File: src/spq_pkg.sv
`timescale 1ns / 1ps
// shared types, widths and codes for the sorted priority queue
package spq_pkg;

    localparam int DEFAULT_QUEUE_DEPTH = 16;
    localparam int PRI_W               = 16;
    localparam int VAL_W               = 32;
    localparam int STATUS_W            = 2;
    localparam int FILL_W              = 5;
    localparam int ENTRY_W             = PRI_W + VAL_W;

    typedef enum logic [STATUS_W-1:0] {
        ST_OK        = 2'd0,
        ST_UNDERFLOW = 2'd1,
        ST_OVERFLOW  = 2'd2
    } status_t;

    // which logical slot the entry ram reads
    typedef enum logic [1:0] {
        RD_NONE  = 2'd0,
        RD_HEAD  = 2'd1,
        RD_PREV  = 2'd2,
        RD_PREV2 = 2'd3
    } rd_sel_t;

    typedef struct packed {
        logic    latch_req;
        rd_sel_t rd_sel;
        logic    wr_old;
        logic    wr_new;
        logic    pop;
        logic    push;
        logic    set_status;
        status_t status;
        logic    out_load;
    } cmd_t;

    typedef struct packed {
        logic req_remove;
        logic empty;
        logic full;
        logic k_is_one;
        logic prev_ge;
        logic out_free;
    } sts_t;

endpackage

File: src/spq_req_if.sv
`timescale 1ns / 1ps
// request channel: valid/ready with the request item
interface spq_req_if;
    import spq_pkg::*;

    logic                    valid;
    logic                    ready;
    logic                    req_type;
    logic [PRI_W-1:0]        priority_req;
    logic signed [VAL_W-1:0] value;

    modport source (output valid, output req_type, output priority_req, output value,
                    input ready);
    modport sink   (input valid, input req_type, input priority_req, input value,
                    output ready);
endinterface

File: src/spq_res_if.sv
`timescale 1ns / 1ps
// result channel: valid/ready with the result item
interface spq_res_if;
    import spq_pkg::*;

    logic                    valid;
    logic                    ready;
    logic [STATUS_W-1:0]     status;
    logic signed [VAL_W-1:0] removed_value;
    logic [PRI_W-1:0]        removed_priority;
    logic [FILL_W-1:0]       fill_count;

    modport source (output valid, output status, output removed_value,
                    output removed_priority, output fill_count, input ready);
    modport sink   (input valid, input status, input removed_value,
                    input removed_priority, input fill_count, output ready);
endinterface

File: src/spq_ram.sv
`timescale 1ns / 1ps
// generic single-write, single-read ram with registered read data
module spq_ram #(
    parameter int WIDTH = 8,
    parameter int DEPTH = 16
) (
    input  logic                                   clk,
    input  logic                                   we,
    input  logic [(DEPTH > 1 ? $clog2(DEPTH) : 1)-1:0] waddr,
    input  logic [WIDTH-1:0]                       wdata,
    input  logic [(DEPTH > 1 ? $clog2(DEPTH) : 1)-1:0] raddr,
    output logic [WIDTH-1:0]                       rdata
);
    logic [WIDTH-1:0] mem [DEPTH];
    logic [WIDTH-1:0] rdata_reg;

    always_ff @(posedge clk)
    begin
        if (we)
        begin
            mem[waddr] <= wdata;
        end
        rdata_reg <= mem[raddr];
    end

    assign rdata = rdata_reg;
endmodule

File: src/spq_ctrl.sv
`timescale 1ns / 1ps
// sequencer for insert, remove and result hand-off of the priority queue
module spq_ctrl (
    input  logic          clk,
    input  logic          rst_n,
    input  logic          in_valid,
    output logic          in_ready,
    output spq_pkg::cmd_t cmd,
    input  spq_pkg::sts_t sts
);
    import spq_pkg::*;

    typedef enum logic [5:0] {
        S_IDLE    = 6'b000001,
        S_DECODE  = 6'b000010,
        S_RD_HEAD = 6'b000100,
        S_INS_CMP = 6'b001000,
        S_INS_PUT = 6'b010000,
        S_DONE    = 6'b100000
    } state_t;

    state_t state_reg;
    state_t state_next;

    always_ff @(posedge clk or negedge rst_n)
    begin
        if (!rst_n)
        begin
            state_reg <= S_IDLE;
        end
        else
        begin
            state_reg <= state_next;
        end
    end

    assign in_ready = (state_reg == S_IDLE);

    always_comb
    begin
        cmd        = '0;
        cmd.rd_sel = RD_NONE;
        cmd.status = ST_OK;
        state_next = state_reg;
        unique case (state_reg)
            S_IDLE:
            begin
                if (in_valid)
                begin
                    cmd.latch_req = 1'b1;
                    state_next    = S_DECODE;
                end
            end
            S_DECODE:
            begin
                if (sts.req_remove)
                begin
                    if (sts.empty)
                    begin
                        cmd.set_status = 1'b1;
                        cmd.status     = ST_UNDERFLOW;
                        state_next     = S_DONE;
                    end
                    else
                    begin
                        cmd.rd_sel = RD_HEAD;
                        state_next = S_RD_HEAD;
                    end
                end
                else if (sts.full)
                begin
                    cmd.set_status = 1'b1;
                    cmd.status     = ST_OVERFLOW;
                    state_next     = S_DONE;
                end
                else if (sts.empty)
                begin
                    cmd.wr_new     = 1'b1;
                    cmd.push       = 1'b1;
                    cmd.set_status = 1'b1;
                    state_next     = S_DONE;
                end
                else
                begin
                    cmd.rd_sel = RD_PREV;
                    state_next = S_INS_CMP;
                end
            end
            S_RD_HEAD:
            begin
                cmd.pop        = 1'b1;
                cmd.set_status = 1'b1;
                state_next     = S_DONE;
            end
            S_INS_CMP:
            begin
                // walk down from the tail, moving up every entry not below the new one
                if (sts.prev_ge)
                begin
                    cmd.wr_old = 1'b1;
                    if (sts.k_is_one)
                    begin
                        state_next = S_INS_PUT;
                    end
                    else
                    begin
                        cmd.rd_sel = RD_PREV2;
                    end
                end
                else
                begin
                    cmd.wr_new     = 1'b1;
                    cmd.push       = 1'b1;
                    cmd.set_status = 1'b1;
                    state_next     = S_DONE;
                end
            end
            S_INS_PUT:
            begin
                cmd.wr_new     = 1'b1;
                cmd.push       = 1'b1;
                cmd.set_status = 1'b1;
                state_next     = S_DONE;
            end
            S_DONE:
            begin
                if (sts.out_free)
                begin
                    cmd.out_load = 1'b1;
                    state_next   = S_IDLE;
                end
            end
            default:
            begin
                state_next = S_IDLE;
            end
        endcase
    end
endmodule

File: src/spq_datapath.sv
`timescale 1ns / 1ps
// entry ram in circular order, fill count, head pointer and result register
module spq_datapath #(
    parameter int QUEUE_DEPTH = spq_pkg::DEFAULT_QUEUE_DEPTH
) (
    input  logic                            clk,
    input  logic                            rst_n,
    input  spq_pkg::cmd_t                   cmd,
    output spq_pkg::sts_t                   sts,
    input  logic                            req_type,
    input  logic [spq_pkg::PRI_W-1:0]       priority_req,
    input  logic signed [spq_pkg::VAL_W-1:0] value,
    spq_res_if.source                       res
);
    import spq_pkg::*;

    localparam int AW    = (QUEUE_DEPTH > 1) ? $clog2(QUEUE_DEPTH) : 1;
    localparam int CNT_W = $clog2(QUEUE_DEPTH + 1);

    localparam logic [CNT_W-1:0] DEPTH_CNT = CNT_W'(QUEUE_DEPTH);
    localparam logic [CNT_W:0]   DEPTH_SUM = (CNT_W + 1)'(QUEUE_DEPTH);
    localparam logic [AW-1:0]    LAST_ADDR = AW'(QUEUE_DEPTH - 1);

    logic                    req_remove_reg;
    logic [PRI_W-1:0]        req_pri_reg;
    logic signed [VAL_W-1:0] req_val_reg;
    logic [CNT_W-1:0]        k_reg;
    logic [CNT_W-1:0]        k_next;
    logic [CNT_W-1:0]        count_reg;
    logic [CNT_W-1:0]        count_next;
    logic [AW-1:0]           head_reg;
    logic [AW-1:0]           head_next;
    status_t                 pend_status_reg;
    logic signed [VAL_W-1:0] pend_val_reg;
    logic [PRI_W-1:0]        pend_pri_reg;
    logic                    out_valid_reg;
    status_t                 out_status_reg;
    logic signed [VAL_W-1:0] out_val_reg;
    logic [PRI_W-1:0]        out_pri_reg;
    logic [FILL_W-1:0]       out_fill_reg;

    logic [CNT_W-1:0]        rd_lidx;
    logic [AW-1:0]           raddr;
    logic [AW-1:0]           waddr;
    logic                    we;
    logic [ENTRY_W-1:0]      wdata;
    logic [ENTRY_W-1:0]      rdata;
    logic [PRI_W-1:0]        rd_pri;
    logic signed [VAL_W-1:0] rd_val;
    logic [CNT_W+FILL_W-1:0] fill_ext;

    // logical slot to ram address, wrapping around the head
    function automatic logic [AW-1:0] to_phys(input logic [AW-1:0] head,
                                              input logic [CNT_W-1:0] lidx);
        logic [CNT_W:0] sum;
        sum = (CNT_W + 1)'(head) + (CNT_W + 1)'(lidx);
        if (sum >= DEPTH_SUM)
        begin
            sum = sum - DEPTH_SUM;
        end
        return sum[AW-1:0];
    endfunction

    always_comb
    begin
        unique case (cmd.rd_sel)
            RD_HEAD:  rd_lidx = '0;
            RD_PREV:  rd_lidx = k_reg - 1'b1;
            RD_PREV2: rd_lidx = k_reg - CNT_W'(2);
            default:  rd_lidx = '0;
        endcase
    end

    assign raddr  = to_phys(head_reg, rd_lidx);
    assign waddr  = to_phys(head_reg, k_reg);
    assign we     = cmd.wr_old | cmd.wr_new;
    assign wdata  = cmd.wr_old ? rdata : {req_pri_reg, req_val_reg};
    assign rd_pri = rdata[ENTRY_W-1 -: PRI_W];
    assign rd_val = rdata[VAL_W-1:0];

    spq_ram #(
        .WIDTH (ENTRY_W),
        .DEPTH (QUEUE_DEPTH)
    ) u_entry_ram (
        .clk   (clk),
        .we    (we),
        .waddr (waddr),
        .wdata (wdata),
        .raddr (raddr),
        .rdata (rdata)
    );

    assign sts.req_remove = req_remove_reg;
    assign sts.empty      = (count_reg == '0);
    assign sts.full       = (count_reg == DEPTH_CNT);
    assign sts.k_is_one   = (k_reg == CNT_W'(1));
    assign sts.prev_ge    = (rd_pri >= req_pri_reg);
    assign sts.out_free   = !out_valid_reg || res.ready;

    always_comb
    begin
        count_next = count_reg;
        head_next  = head_reg;
        if (cmd.push)
        begin
            count_next = count_reg + 1'b1;
        end
        else if (cmd.pop)
        begin
            count_next = count_reg - 1'b1;
            head_next  = (head_reg == LAST_ADDR) ? '0 : head_reg + 1'b1;
        end
    end

    always_comb
    begin
        k_next = k_reg;
        if (cmd.latch_req)
        begin
            k_next = count_reg;
        end
        else if (cmd.wr_old)
        begin
            k_next = k_reg - 1'b1;
        end
    end

    always_ff @(posedge clk or negedge rst_n)
    begin
        if (!rst_n)
        begin
            count_reg     <= '0;
            head_reg      <= '0;
            out_valid_reg <= 1'b0;
        end
        else
        begin
            count_reg <= count_next;
            head_reg  <= head_next;
            if (cmd.out_load)
            begin
                out_valid_reg <= 1'b1;
            end
            else if (res.ready)
            begin
                out_valid_reg <= 1'b0;
            end
        end
    end

    assign fill_ext = (CNT_W + FILL_W)'(count_reg);

    always_ff @(posedge clk)
    begin
        k_reg <= k_next;
        if (cmd.latch_req)
        begin
            req_remove_reg <= req_type;
            req_pri_reg    <= priority_req;
            req_val_reg    <= value;
            pend_val_reg   <= '0;
            pend_pri_reg   <= '0;
        end
        if (cmd.pop)
        begin
            pend_val_reg <= rd_val;
            pend_pri_reg <= rd_pri;
        end
        if (cmd.set_status)
        begin
            pend_status_reg <= cmd.status;
        end
        if (cmd.out_load)
        begin
            out_status_reg <= pend_status_reg;
            out_val_reg    <= pend_val_reg;
            out_pri_reg    <= pend_pri_reg;
            out_fill_reg   <= fill_ext[FILL_W-1:0];
        end
    end

    assign res.valid            = out_valid_reg;
    assign res.status           = out_status_reg;
    assign res.removed_value    = out_val_reg;
    assign res.removed_priority = out_pri_reg;
    assign res.fill_count       = out_fill_reg;

    a_count_bound: assert property (@(posedge clk) disable iff (!rst_n)
        count_reg <= DEPTH_CNT)
        else $error("fill count above queue depth");

    a_overflow_full: assert property (@(posedge clk) disable iff (!rst_n)
        cmd.out_load && pend_status_reg == ST_OVERFLOW |-> count_reg == DEPTH_CNT)
        else $error("overflow reported on a queue that is not full");

    a_underflow_empty: assert property (@(posedge clk) disable iff (!rst_n)
        cmd.out_load && pend_status_reg == ST_UNDERFLOW |-> count_reg == '0)
        else $error("underflow reported on a queue that is not empty");

    a_pop_count: assert property (@(posedge clk) disable iff (!rst_n)
        cmd.pop |=> count_reg == CNT_W'($past(count_reg) - 1'b1))
        else $error("remove did not lower the fill count by one");

    a_one_write: assert property (@(posedge clk) disable iff (!rst_n)
        !(cmd.wr_old && cmd.wr_new))
        else $error("shift write and new-entry write in the same cycle");
endmodule

File: src/sorted_priority_queue_core.sv
`timescale 1ns / 1ps
// top level of the bounded sorted minimum-priority queue
//
//   channel  dir  handshake     payload
//   req      in   valid/ready   req_type, priority_req, value
//   res      out  valid/ready   status, removed_value, removed_priority, fill_count
//
// one request at a time; req.ready is high only while the sequencer is idle
// insert: each stored entry with priority >= new one is moved up one slot, from the tail down,
//   by the single write port of the entry ram moving one entry per cycle
// remove reads the head entry and pops it; overflow and underflow go straight to the result
// the result register holds while res.ready is low; reset empties the queue at once
module sorted_priority_queue_core #(
    parameter int QUEUE_DEPTH = spq_pkg::DEFAULT_QUEUE_DEPTH
) (
    input  logic      clk,
    input  logic      rst_n,
    spq_req_if.sink   req,
    spq_res_if.source res
);
    import spq_pkg::*;

    cmd_t cmd;
    sts_t sts;
    logic ctrl_ready;

    assign req.ready = ctrl_ready;

    spq_ctrl u_ctrl (
        .clk      (clk),
        .rst_n    (rst_n),
        .in_valid (req.valid),
        .in_ready (ctrl_ready),
        .cmd      (cmd),
        .sts      (sts)
    );

    spq_datapath #(
        .QUEUE_DEPTH (QUEUE_DEPTH)
    ) u_datapath (
        .clk          (clk),
        .rst_n        (rst_n),
        .cmd          (cmd),
        .sts          (sts),
        .req_type     (req.req_type),
        .priority_req (req.priority_req),
        .value        (req.value),
        .res          (res)
    );
endmodule
File: src/flat_wrapper.sv
// flat-port wrapper written by rule: the top's interface ports become plain ports
module sorted_priority_queue_core_flat import spq_pkg::*;
#(
    parameter int QUEUE_DEPTH = spq_pkg::DEFAULT_QUEUE_DEPTH
)
  (clk, rst_n, req_valid, req_req_type, req_priority_req, req_value, req_ready, res_valid, res_status, res_removed_value, res_removed_priority, res_fill_count, res_ready);
  spq_req_if req_i ();
  spq_res_if res_i ();
  input  logic clk;
  input  logic rst_n;
  input wire logic [$bits(req_i.valid)-1:0] req_valid;
  input wire logic [$bits(req_i.req_type)-1:0] req_req_type;
  input wire logic [$bits(req_i.priority_req)-1:0] req_priority_req;
  input wire logic [$bits(req_i.value)-1:0] req_value;
  output wire logic [$bits(req_i.ready)-1:0] req_ready;
  output wire logic [$bits(res_i.valid)-1:0] res_valid;
  output wire logic [$bits(res_i.status)-1:0] res_status;
  output wire logic [$bits(res_i.removed_value)-1:0] res_removed_value;
  output wire logic [$bits(res_i.removed_priority)-1:0] res_removed_priority;
  output wire logic [$bits(res_i.fill_count)-1:0] res_fill_count;
  input wire logic [$bits(res_i.ready)-1:0] res_ready;
  assign req_i.valid = req_valid;
  assign req_i.req_type = req_req_type;
  assign req_i.priority_req = req_priority_req;
  assign req_i.value = req_value;
  assign req_ready = req_i.ready;
  assign res_valid = res_i.valid;
  assign res_status = res_i.status;
  assign res_removed_value = res_i.removed_value;
  assign res_removed_priority = res_i.removed_priority;
  assign res_fill_count = res_i.fill_count;
  assign res_i.ready = res_ready;
  sorted_priority_queue_core #(.QUEUE_DEPTH(QUEUE_DEPTH)) u_core (.clk(clk), .rst_n(rst_n), .req(req_i), .res(res_i));
endmodule
File: config.mk
export PLATFORM = sky130hd
export DESIGN_NAME = sorted_priority_queue_core_flat
export DESIGN_NICKNAME = d
export VERILOG_FILES = /design/src/spq_pkg.sv /design/src/spq_req_if.sv /design/src/spq_res_if.sv /design/src/spq_ram.sv /design/src/spq_ctrl.sv /design/src/spq_datapath.sv /design/src/sorted_priority_queue_core.sv /design/src/flat_wrapper.sv
export SDC_FILE = /design/constraint.sdc
export NUM_CORES = 1
export LEC_CHECK = 0
export BUFFER_PORTS_ARGS = -buffer_cell sky130_fd_sc_hd__buf_4
export CAP_MARGIN = 20
export CORE_MARGIN = 1
export CORE_UTILIZATION = 61
export CTS_CLUSTER_DIAMETER = 80
export DETAILED_ROUTE_END_ITERATION = 16
export GPL_TIMING_DRIVEN = 0
export PLACE_DENSITY = 0.89
export SYNTH_ARGS = -nofsm -noshare
export SYNTH_HDL_FRONTEND = slang
export SYNTH_SLANG_ARGS = --single-unit
File: constraint.sdc
create_clock -name clk -period 5.9 [get_ports clk]
set_input_delay 0.59 -clock clk [delete_from_list [all_inputs] [get_ports clk]]
set_output_delay 0.59 -clock clk [all_outputs]
set_load 0.01 [all_outputs]
==> implementation parameters, run 1 <==
Parameter                              Value

Route
  Detailed Route Iter0 Violations ... 2658
  Total Routed Length ... 94210 um
  Final routed DRC violation total ... 0
  Number of nets with antenna violations after routing ... 0
  Vias post-DR ... 19480
  Number of detailed-route iterations in the first pass ... 6
  Routed length per placed instance ... 33.40 um
  Drt via density ... a little under 7

Outcome
  Violated checks ... negative setup slack
  Result of the run ... finished with violations

Placed design
  Port-buffer cells ... 109
  Cell area after placement ... approximately 40000 um^2
  Routability cong. ... 0.8464
  Placed cells ... 2641
  HPWL after DPL ... between 50000 and 60000 um

Finish
  Finished Layout Cells ... 2821
  Fill cell count ... 3151
  Max FFs per register ... 768
  Number of nets in the finished design ... a little over 2000
  Proportion of layout cells with a drive suffix above 1 ... 0.3042
  Layout Area Growth over Synthesis ... 16.38%
  Area used by multi-input combinational logic ... a little over 8000 um^2
  Leading cell type in the layout, fill and taps excluded ... sky130_fd_sc_hd__edfxtp_1
  Sequential cell area in the final layout ... 29200 um^2
  Post-route cell area ... 43810 um^2
  Highest-count cells in the layout ignoring fill and taps ... sky130_fd_sc_hd__edfxtp_1, sky130_fd_sc_hd__mux4_2, sky130_fd_sc_hd__mux2i_1

STA
  Actual slew at the worst max-slew pin ... 1161 ps
  Setup tns final ... -1.162 ps
  Period utilisation layout ... 1.000
  Remaining max-slew budget at the tightest pin ... 0.2262
  Clock Skews ... 41.25 ps
  Fmax achieved ... roughly 170 MHz
  Worst hold margin ... roughly 110 ps
  Time the worst path needs with I/O delays and setup ... 5901 ps
  Crit path setup slack, layout ... -1.162 ps
  Number of hold violations in the final report ... 0
  Finish-stage setup viols ... 1
  Count of pins over their slew limit ... 0
  RSZ-0062 raised after global routing ... false

Synthesis
  Yosys warns ... 0
  Flops & latches, synth ... 991
  Synth unique cells ... 54
  Post-synthesis cell count ... 1719
  Fraction of synthesized cell area taken by the top area cell type ... 0.7395
  Post-synthesis instance area ... 37640 um^2
  Mean Syn Cell Area ... around 22 um^2
  Number of flops mapped to enable cells by yosys ... 927
  Mapped Nets ... roughly 1800
  Largest cells by area after synthesis ... sky130_fd_sc_hd__edfxtp_1, sky130_fd_sc_hd__mux4_2, sky130_fd_sc_hd__mux2i_1, sky130_fd_sc_hd__dfxtp_1, sky130_fd_sc_hd__mux2_2
  Proportion of register bits with asynchronous set or reset after synthesis ... 0.01615
  Sequential area share after synthesis ... 0.7757
  Dominant register cell in the synthesized netlist ... sky130_fd_sc_hd__edfxtp_1
  Library cell with the largest summed area after synthesis ... sky130_fd_sc_hd__edfxtp_1

Flow run
  MaxCap Viol Count ... 0

Clocking
  CTS H-tree lvls ... 3
  Number of buffers on the longest clock path ... 3
  Number of buffers created by CTS ... between 90 and 100
  CTS Root Cell ... sky130_fd_sc_hd__clkbuf_16
  Clock edge transition at the registers on the reported setup and hold paths ... 70 ps
  CTS tree ... built
  Clock sinks ... between 900 and 1000
  Insertion delay to the later sink of the worst-skew pair ... 660 ps

GRT
  Remaining Overflow, GRT ... 0
  Antenna violations before repair ... 4
  Global-route usage over all layers ... 0.3058
  Wire length of the first global-routing pass ... 135400 um
  Number of global-route vias before repair ... 20100
  Largest net degree at the start of global routing ... 49

Critical path
  Type of element capturing the critical path ... flip-flop
  Critical path fanouts, max ... 10
  Setup Crit Path Kind ... reg -> reg
  Data arrival, critical path ... approximately 6400 ps
  Number of cell instances on the worst register-to-register path ... 14
  Data required time at the worst endpoint ... 6420 ps
  Launching element type of the critical path ... flip-flop

Floorplanning
  Die outline height ... 250.4 um
  Number of placed I/O pins ... 110
  Core area ... between 60000 and 70000 um^2
  DIE WIDTH ... 250.4 um
  Number of rows in the core area ... 90
  Die Area ... between 60000 and 70000 um^2
  Starting Density ... 0.6202

Power
  Sw power ... approximately 0.0054 W
  Power share of the combinational group ... 0.210
  Peak supply drop ... 0.0003525 V
  Leakage dissipation ... 14.57 nW
  Switching part of the total power ... 0.2757
  Pwr per Cell Area ... about 450 nW/um^2
  Internal cell power ... approximately 0.014 W
  Fraction of power consumed by the clock network ... 0.333
  Sequential Power Share ... 0.457
  Overall power of the completed layout ... 0.01959 W

Min path
  Class of the tightest hold or removal check ... in -> reg
  Hold path cells ... 1
critical path, cell delays in order, from the launching register on:
cell and delay [ps]:
sky130_fd_sc_hd__edfxtp_1 450, sky130_fd_sc_hd__ha_1 310, sky130_fd_sc_hd__nand2b_1 150, sky130_fd_sc_hd__a2111oi_1 700, sky130_fd_sc_hd__o32a_1 360, sky130_fd_sc_hd__a21o_1 570
sky130_fd_sc_hd__nand2b_1 310, sky130_fd_sc_hd__mux2i_1 130, sky130_fd_sc_hd__ha_1 230, sky130_fd_sc_hd__fa_1 470, sky130_fd_sc_hd__xor2_2 540, sky130_fd_sc_hd__clkbuf_2 500
sky130_fd_sc_hd__clkbuf_2 470, sky130_fd_sc_hd__mux2i_1 440, sky130_fd_sc_hd__mux2i_1 140
layer usage:
metal / global-route usage / part of all wire / up-vias
met5: 0 / 0.00049 / -
met4: 0.1511 / 0.049 / 6
met3: 0.06173 / 0.10 / 331
met2: 0.5040 / 0.50 / 1641
met1: 0.3926 / 0.35 / 9982
li1: - / - / 7519
cells by family (layout without fill, tap and decap cells):
group / Yosys count / after routing / synth area share
compound gates: 50 / 50 / 0.008642
xor+xnor: 17 / 17 / 0.003956
fa+ha+maj: 33 / 33 / 0.01157
buf+inv: 100 / 419 / 0.01104
flops: 991 / 991 / 0.7757
mux: 388 / 388 / 0.1687
other cells: 0 / 1 / 0
simple gates: 140 / 140 / 0.02038
cells in the mapped netlist (all sizes together), types with 2 or more instances:
library cell  count
dfrtp            15
nand3             5
nand2b            3
xnor2            11
dfxtp            48
mux2i           145
xor2              6
o22ai             2
nand4             3
o21ai             9
mux4            192
a21o              7
nor3              6
buf              26
ha               30
or4               3
o21a              3
clkbuf           47
nor4              3
edfxtp          927
a31oi             2
nand3b            4
nor2             31
fa                3
a21oi            17
a211o             2
and2             49
mux2             51
nand2            26
inv              27
power groups by stage:
| stage | Combinational, W | Clock, W | Sequential, W |
|---|---|---|---|
| floorplan | 0.00268 | 0 | 0.00893 |
| global placement | 0.00353 | 0 | 0.00907 |
| detailed placement | 0.00388 | 0 | 0.00907 |
| CTS | 0.00407 | 0.00655 | 0.00895 |
| global route | 0.00430 | 0.00681 | 0.00899 |
| finish | 0.00411 | 0.00653 | 0.00896 |
per-stage QoR:
stage	setup WS, ps	utilization
2_1_floorplan	1662	-
3_3_place_gp	-823.8	0.6498
3_5_place_dp	-779.1	0.6631
4_1_cts	101.3	0.7214
5_1_grt	54.66	0.7217
6_report	-1.162	0.7217
path summary, 6_finish.rpt:
kind                                                                     to                                            start  slack, ps
max                         u_core.u_datapath.u_entry_ram.rdata[23]$_DFF_P_       u_core.u_datapath.req_pri_reg[0]$_DFFE_PP_         -1
min                             u_core.u_datapath.req_val_reg[10]$_DFFE_PP_                                    req_value[10]        110
max reg2reg                 u_core.u_datapath.u_entry_ram.rdata[23]$_DFF_P_       u_core.u_datapath.req_pri_reg[0]$_DFFE_PP_         -1
min reg2reg                u_core.u_datapath.res.removed_value[4]$_DFFE_PP_  u_core.u_datapath.pend_val_reg[4]$_SDFFCE_PN0P_        400
max in group asynchronous            u_core.u_ctrl.state_reg[0]$_DFFE_PN1P_                                            rst_n       5280
min in group asynchronous         u_core.u_datapath.head_reg[3]$_DFFE_PN0P_                                            rst_n        350
timing repair:
action,4_1_cts,5_1_grt
buffers inserted,0,1
resized for setup,65,3
hold buffers,1,0
pin swaps,0,1
endpoints found under the hold margin,15,0
setup endpoints to repair,48,22
area by class of cell:
type                            count  area share
Timing Repair Buffer              143     0.03462
Tap cell                          782     0.02234
Inverter                           27    0.002313
Antenna cell                        1  0.00005712
Buffer                             72     0.01080
Sequential cell                   991      0.6665
Multi-Input combinational cell    628      0.1865
Clock buffer                      127     0.06141
Clock inverter                     50     0.01542
Note: power is estimated with default switching activity, not from simulation.
==> run 2, diff against run 1 <==
--- a/config.mk
+++ b/config.mk
@@ -9,6 +9,7 @@
 export CAP_MARGIN = 20
 export CORE_MARGIN = 1
 export CORE_UTILIZATION = 61
+export CTS_BUF_LIST = sky130_fd_sc_hd__clkbuf_16
 export CTS_CLUSTER_DIAMETER = 80
 export DETAILED_ROUTE_END_ITERATION = 16
 export GPL_TIMING_DRIVEN = 0
==> run 2 against run 1 <==
Compared with the run above:
- the flow now finishes without violations
- sequential power about the same
- setup slack better by 77 ps
- sequential cell count did not move
- combinational power is essentially flat
- hold slack got worse by 3.1 ps
- final area down 0.33%
- critical endpoint is now u_core.u_datapath.u_entry_ram.rdata[26]$_DFF_P_
- largest cell class unchanged
- largest power group unchanged
==> implementation parameters, run 2 (synthesis results as in run 1) <==
Parameter                              Value

Outcome
  Result of the run ... finished, final reports clean

Floorplanning
  DIE WIDTH ... 250.4 um (unchanged)
  Number of rows in the core area ... 90 (unchanged)
  Number of placed I/O pins ... 110 (unchanged)
  Die outline height ... 250.4 um (unchanged)
  Starting Density ... 0.6202 (unchanged)
  Core area ... 60700 um^2 (unchanged)
  Die Area ... 62710 um^2 (unchanged)

Power
  Power share of the combinational group ... 0.212 (+0.002)
  Leakage dissipation ... 14.55 nW (-0.16%)
  Switching part of the total power ... 0.2793 (+0.003617)
  Sw power ... 0.005414 W (+0.23%)
  Peak supply drop ... 0.0003941 V (+12%)
  Sequential Power Share ... 0.462 (+0.005)
  Pwr per Cell Area ... 443.9 nW/um^2 (-0.73%)
  Internal cell power ... 0.01397 W (-1.6%)
  Fraction of power consumed by the clock network ... 0.326 (-0.007)

STA
  Worst hold margin ... 104.4 ps (-3.051 ps)
  RSZ-0062 raised after global routing ... false
  Time the worst path needs with I/O delays and setup ... 5824 ps (-77.49 ps)
  Setup tns final ... 0 ps (+1.162 ps)
  Finish-stage setup viols ... 0 (-1)
  Count of pins over their slew limit ... 0 (unchanged)
  Remaining max-slew budget at the tightest pin ... 0.2719 (+0.04571)
  Actual slew at the worst max-slew pin ... 1092 ps (-68.57 ps)
  Fmax achieved ... 171.7 MHz (+1.3%)
  Period utilisation layout ... 0.9871 (-0.01313)
  Clock Skews ... 45.66 ps (+4.414 ps)
  Number of hold violations in the final report ... 0 (unchanged)

Finish
  Fill cell count ... 3182 (+0.98%)
  Highest-count cells in the layout ignoring fill and taps ... sky130_fd_sc_hd__edfxtp_1, sky130_fd_sc_hd__mux4_2, sky130_fd_sc_hd__mux2i_1
  Diode count ... 0 (-1)
  Post-route cell area ... 43660 um^2 (-0.33%)
  Layout Area Growth over Synthesis ... 15.99%
  Number of nets in the finished design ... 2044 (unchanged)
  Leading cell type in the layout, fill and taps excluded ... sky130_fd_sc_hd__edfxtp_1
  Max FFs per register ... 768 (unchanged)
  Proportion of layout cells with a drive suffix above 1 ... 0.2969 (-0.007360)

Critical path
  Delay-heaviest family, CP ... compound AO/OA/AOI/OAI gates
  Data arrival, critical path ... 6330 ps (-90 ps)
  Number of cell instances on the worst register-to-register path ... 15 (+1)
  Critical path, cell by cell ... inv_1 > ha_1 > nand2b_1 > a2111oi_1 > o32a_1 > a21o_1 > nand2b_1 > mux2i_1 > ha_1 > fa_1 > xor2_2 > clkbuf_2 > clkbuf_2 > mux2i_1 > mux2i_1
  Data required time at the worst endpoint ... 6410 ps (about the same)
  Type of element capturing the critical path ... flip-flop
  Library cell appearing most often on the critical path ... sky130_fd_sc_hd__mux2i_1
  CP startpoint ... u_core.u_datapath.u_entry_ram.rdata[32]$_DFF_P_
  Critical path fanouts, max ... 10 (unchanged)
  Critical path buffers and inverters ... 3 (+1)
  Reg-to-reg startpoint ... u_core.u_datapath.u_entry_ram.rdata[32]$_DFF_P_
  Capture instance of the worst register-to-register path ... u_core.u_datapath.u_entry_ram.rdata[26]$_DFF_P_
  Largest stage delay on the critical path ... 680 ps (-20 ps)
  Register-to-register setup slack ... 80 ps (+80 ps)
  Launching element type of the critical path ... flip-flop
  Setup Crit Path Kind ... reg -> reg
  Cell with the largest stage delay on the worst path ... sky130_fd_sc_hd__a2111oi_1

Clocking
  Insertion delay to the later sink of the worst-skew pair ... 670 ps (about the same)
  Number of buffers created by CTS ... 95 (unchanged)
  Number of buffers on the longest clock path ... 3 (unchanged)
  Clock sinks ... 991 (unchanged)
  CTS H-tree lvls ... 3 (unchanged)
  Clock edge transition at the registers on the reported setup and hold paths ... 70 ps (about the same)
  CTS tree ... built
  CTS Root Cell ... sky130_fd_sc_hd__clkbuf_16

Placed design
  Port-buffer cells ... 109 (unchanged)
  HPWL after DPL ... 53430 um (unchanged)
  Routability cong. ... 0.8464 (unchanged)
  Cell area after placement ... 40250 um^2 (unchanged)

Route
  Drt via density ... 6.858 (-0.68%)
  Vias post-DR ... 19340 (-0.72%)
  Routed length per placed instance ... 33.33 um (-0.20%)
  Total Routed Length ... 93990 um (-0.24%)
  Detailed Route Iter0 Violations ... 2823 (+6.2%)
  Number of nets with antenna violations after routing ... 0 (unchanged)
  Final routed DRC violation total ... 0 (unchanged)
  Number of detailed-route iterations in the first pass ... 7 (+1)

GRT
  Largest net degree at the start of global routing ... 49 (unchanged)
  Global-route usage over all layers ... 0.3047 (-0.001034)
  Wire length of the first global-routing pass ... 134700 um (-0.47%)
  Remaining Overflow, GRT ... 0 (unchanged)
  Number of global-route vias before repair ... 19850 (-1.2%)
  Antenna violations before repair ... 0 (-4)

Min path
  Class of the tightest hold or removal check ... in -> reg
  Worst Hold Endpoint ... u_core.u_datapath.req_val_reg[18]$_DFFE_PP_
  Hold path cells ... 1 (unchanged)
  Min-Delay Startpoint ... req_value[18]

Flow run
  MaxCap Viol Count ... 0 (unchanged)
[run 2: how the worst max path moves through the flow]
stage | end | slack (ps) | cells after the start
floorplan | u_core.u_datapath.u_entry_ram.rdata[15]$_DFF_P_ | 1660 | 16
global placement | u_core.u_datapath.u_entry_ram.mem[12][13]$_DFFE_PP_ | -820 | 5
detailed placement | u_core.u_datapath.u_entry_ram.rdata[23]$_DFF_P_ | -780 | 15
CTS | u_core.u_datapath.u_entry_ram.rdata[33]$_DFF_P_ | 50 | 14
global route | u_core.u_datapath.u_entry_ram.rdata[34]$_DFF_P_ | 20 | 14
finish | u_core.u_datapath.u_entry_ram.rdata[26]$_DFF_P_ | 80 | 15
[run 2: layout make-up]
cell class,instances,area (um^2),share of cell area
plain buffers,72,479.2,0.01098
well taps,782,978.4,0.02241
repair buffers,143,1516,0.03473
multi-input cells,628,8170,0.1871
clock buffers,97,2427,0.05560
clock inverters,80,788.3,0.01805
flip-flops and latches,991,29200,0.6688
inverters,27,101.3,0.002321
[run 2: power groups by stage]
stage | combinational (W) | clock [W] | sequential (W)
after detailed placement | 0.00388 | 0 | 0.00907
after global placement | 0.00353 | 0 | 0.00907
after floorplan | 0.00268 | 0 | 0.00893
final | 0.00410 | 0.00632 | 0.00896
after global routing | 0.00430 | 0.00658 | 0.00899
after CTS | 0.00407 | 0.00635 | 0.00895
[run 2: per-layer routing]
layer / GRT usage / wire length (um)
met1: 0.3918 / 33110
met2: 0.5002 / 46540
met3: 0.06173 / 9228
met4: 0.1537 / 5106
met5: 0 / 0
[run 2: stage by stage]
stage	worst slack, ps	utilization	power, W	instances
2_1_floorplan	1662	-	0.01162	1719
3_3_place_gp	-823.8	0.6498	0.01260	2610
3_5_place_dp	-779.1	0.6631	0.01295	2641
4_1_cts	51.11	0.7190	0.01937	2818
5_1_grt	19.50	0.7193	0.01987	2820
6_report	76.33	0.7193	0.01938	2820
[run 2: timing repair]
| item | 4_1_cts | 5_1_grt |
|---|---|---|
| hold buffers | 1 | 0 |
| resized for setup | 62 | 6 |
| buffers inserted | 0 | 1 |
| pin swaps | 0 | 1 |
| setup endpoints to repair | 48 | 33 |
| hold endpoints to repair | 15 | 0 |
[run 2: worst register-to-register path: stages (launching register included)]
cell and delay (ps):
sky130_fd_sc_hd__dfxtp_1 340, sky130_fd_sc_hd__inv_1 110, sky130_fd_sc_hd__ha_1 280, sky130_fd_sc_hd__nand2b_1 150, sky130_fd_sc_hd__a2111oi_1 680, sky130_fd_sc_hd__o32a_1 350, sky130_fd_sc_hd__a21o_1 560, sky130_fd_sc_hd__nand2b_1 300
sky130_fd_sc_hd__mux2i_1 120, sky130_fd_sc_hd__ha_1 230, sky130_fd_sc_hd__fa_1 450, sky130_fd_sc_hd__xor2_2 560, sky130_fd_sc_hd__clkbuf_2 500, sky130_fd_sc_hd__clkbuf_2 470, sky130_fd_sc_hd__mux2i_1 370, sky130_fd_sc_hd__mux2i_1 200
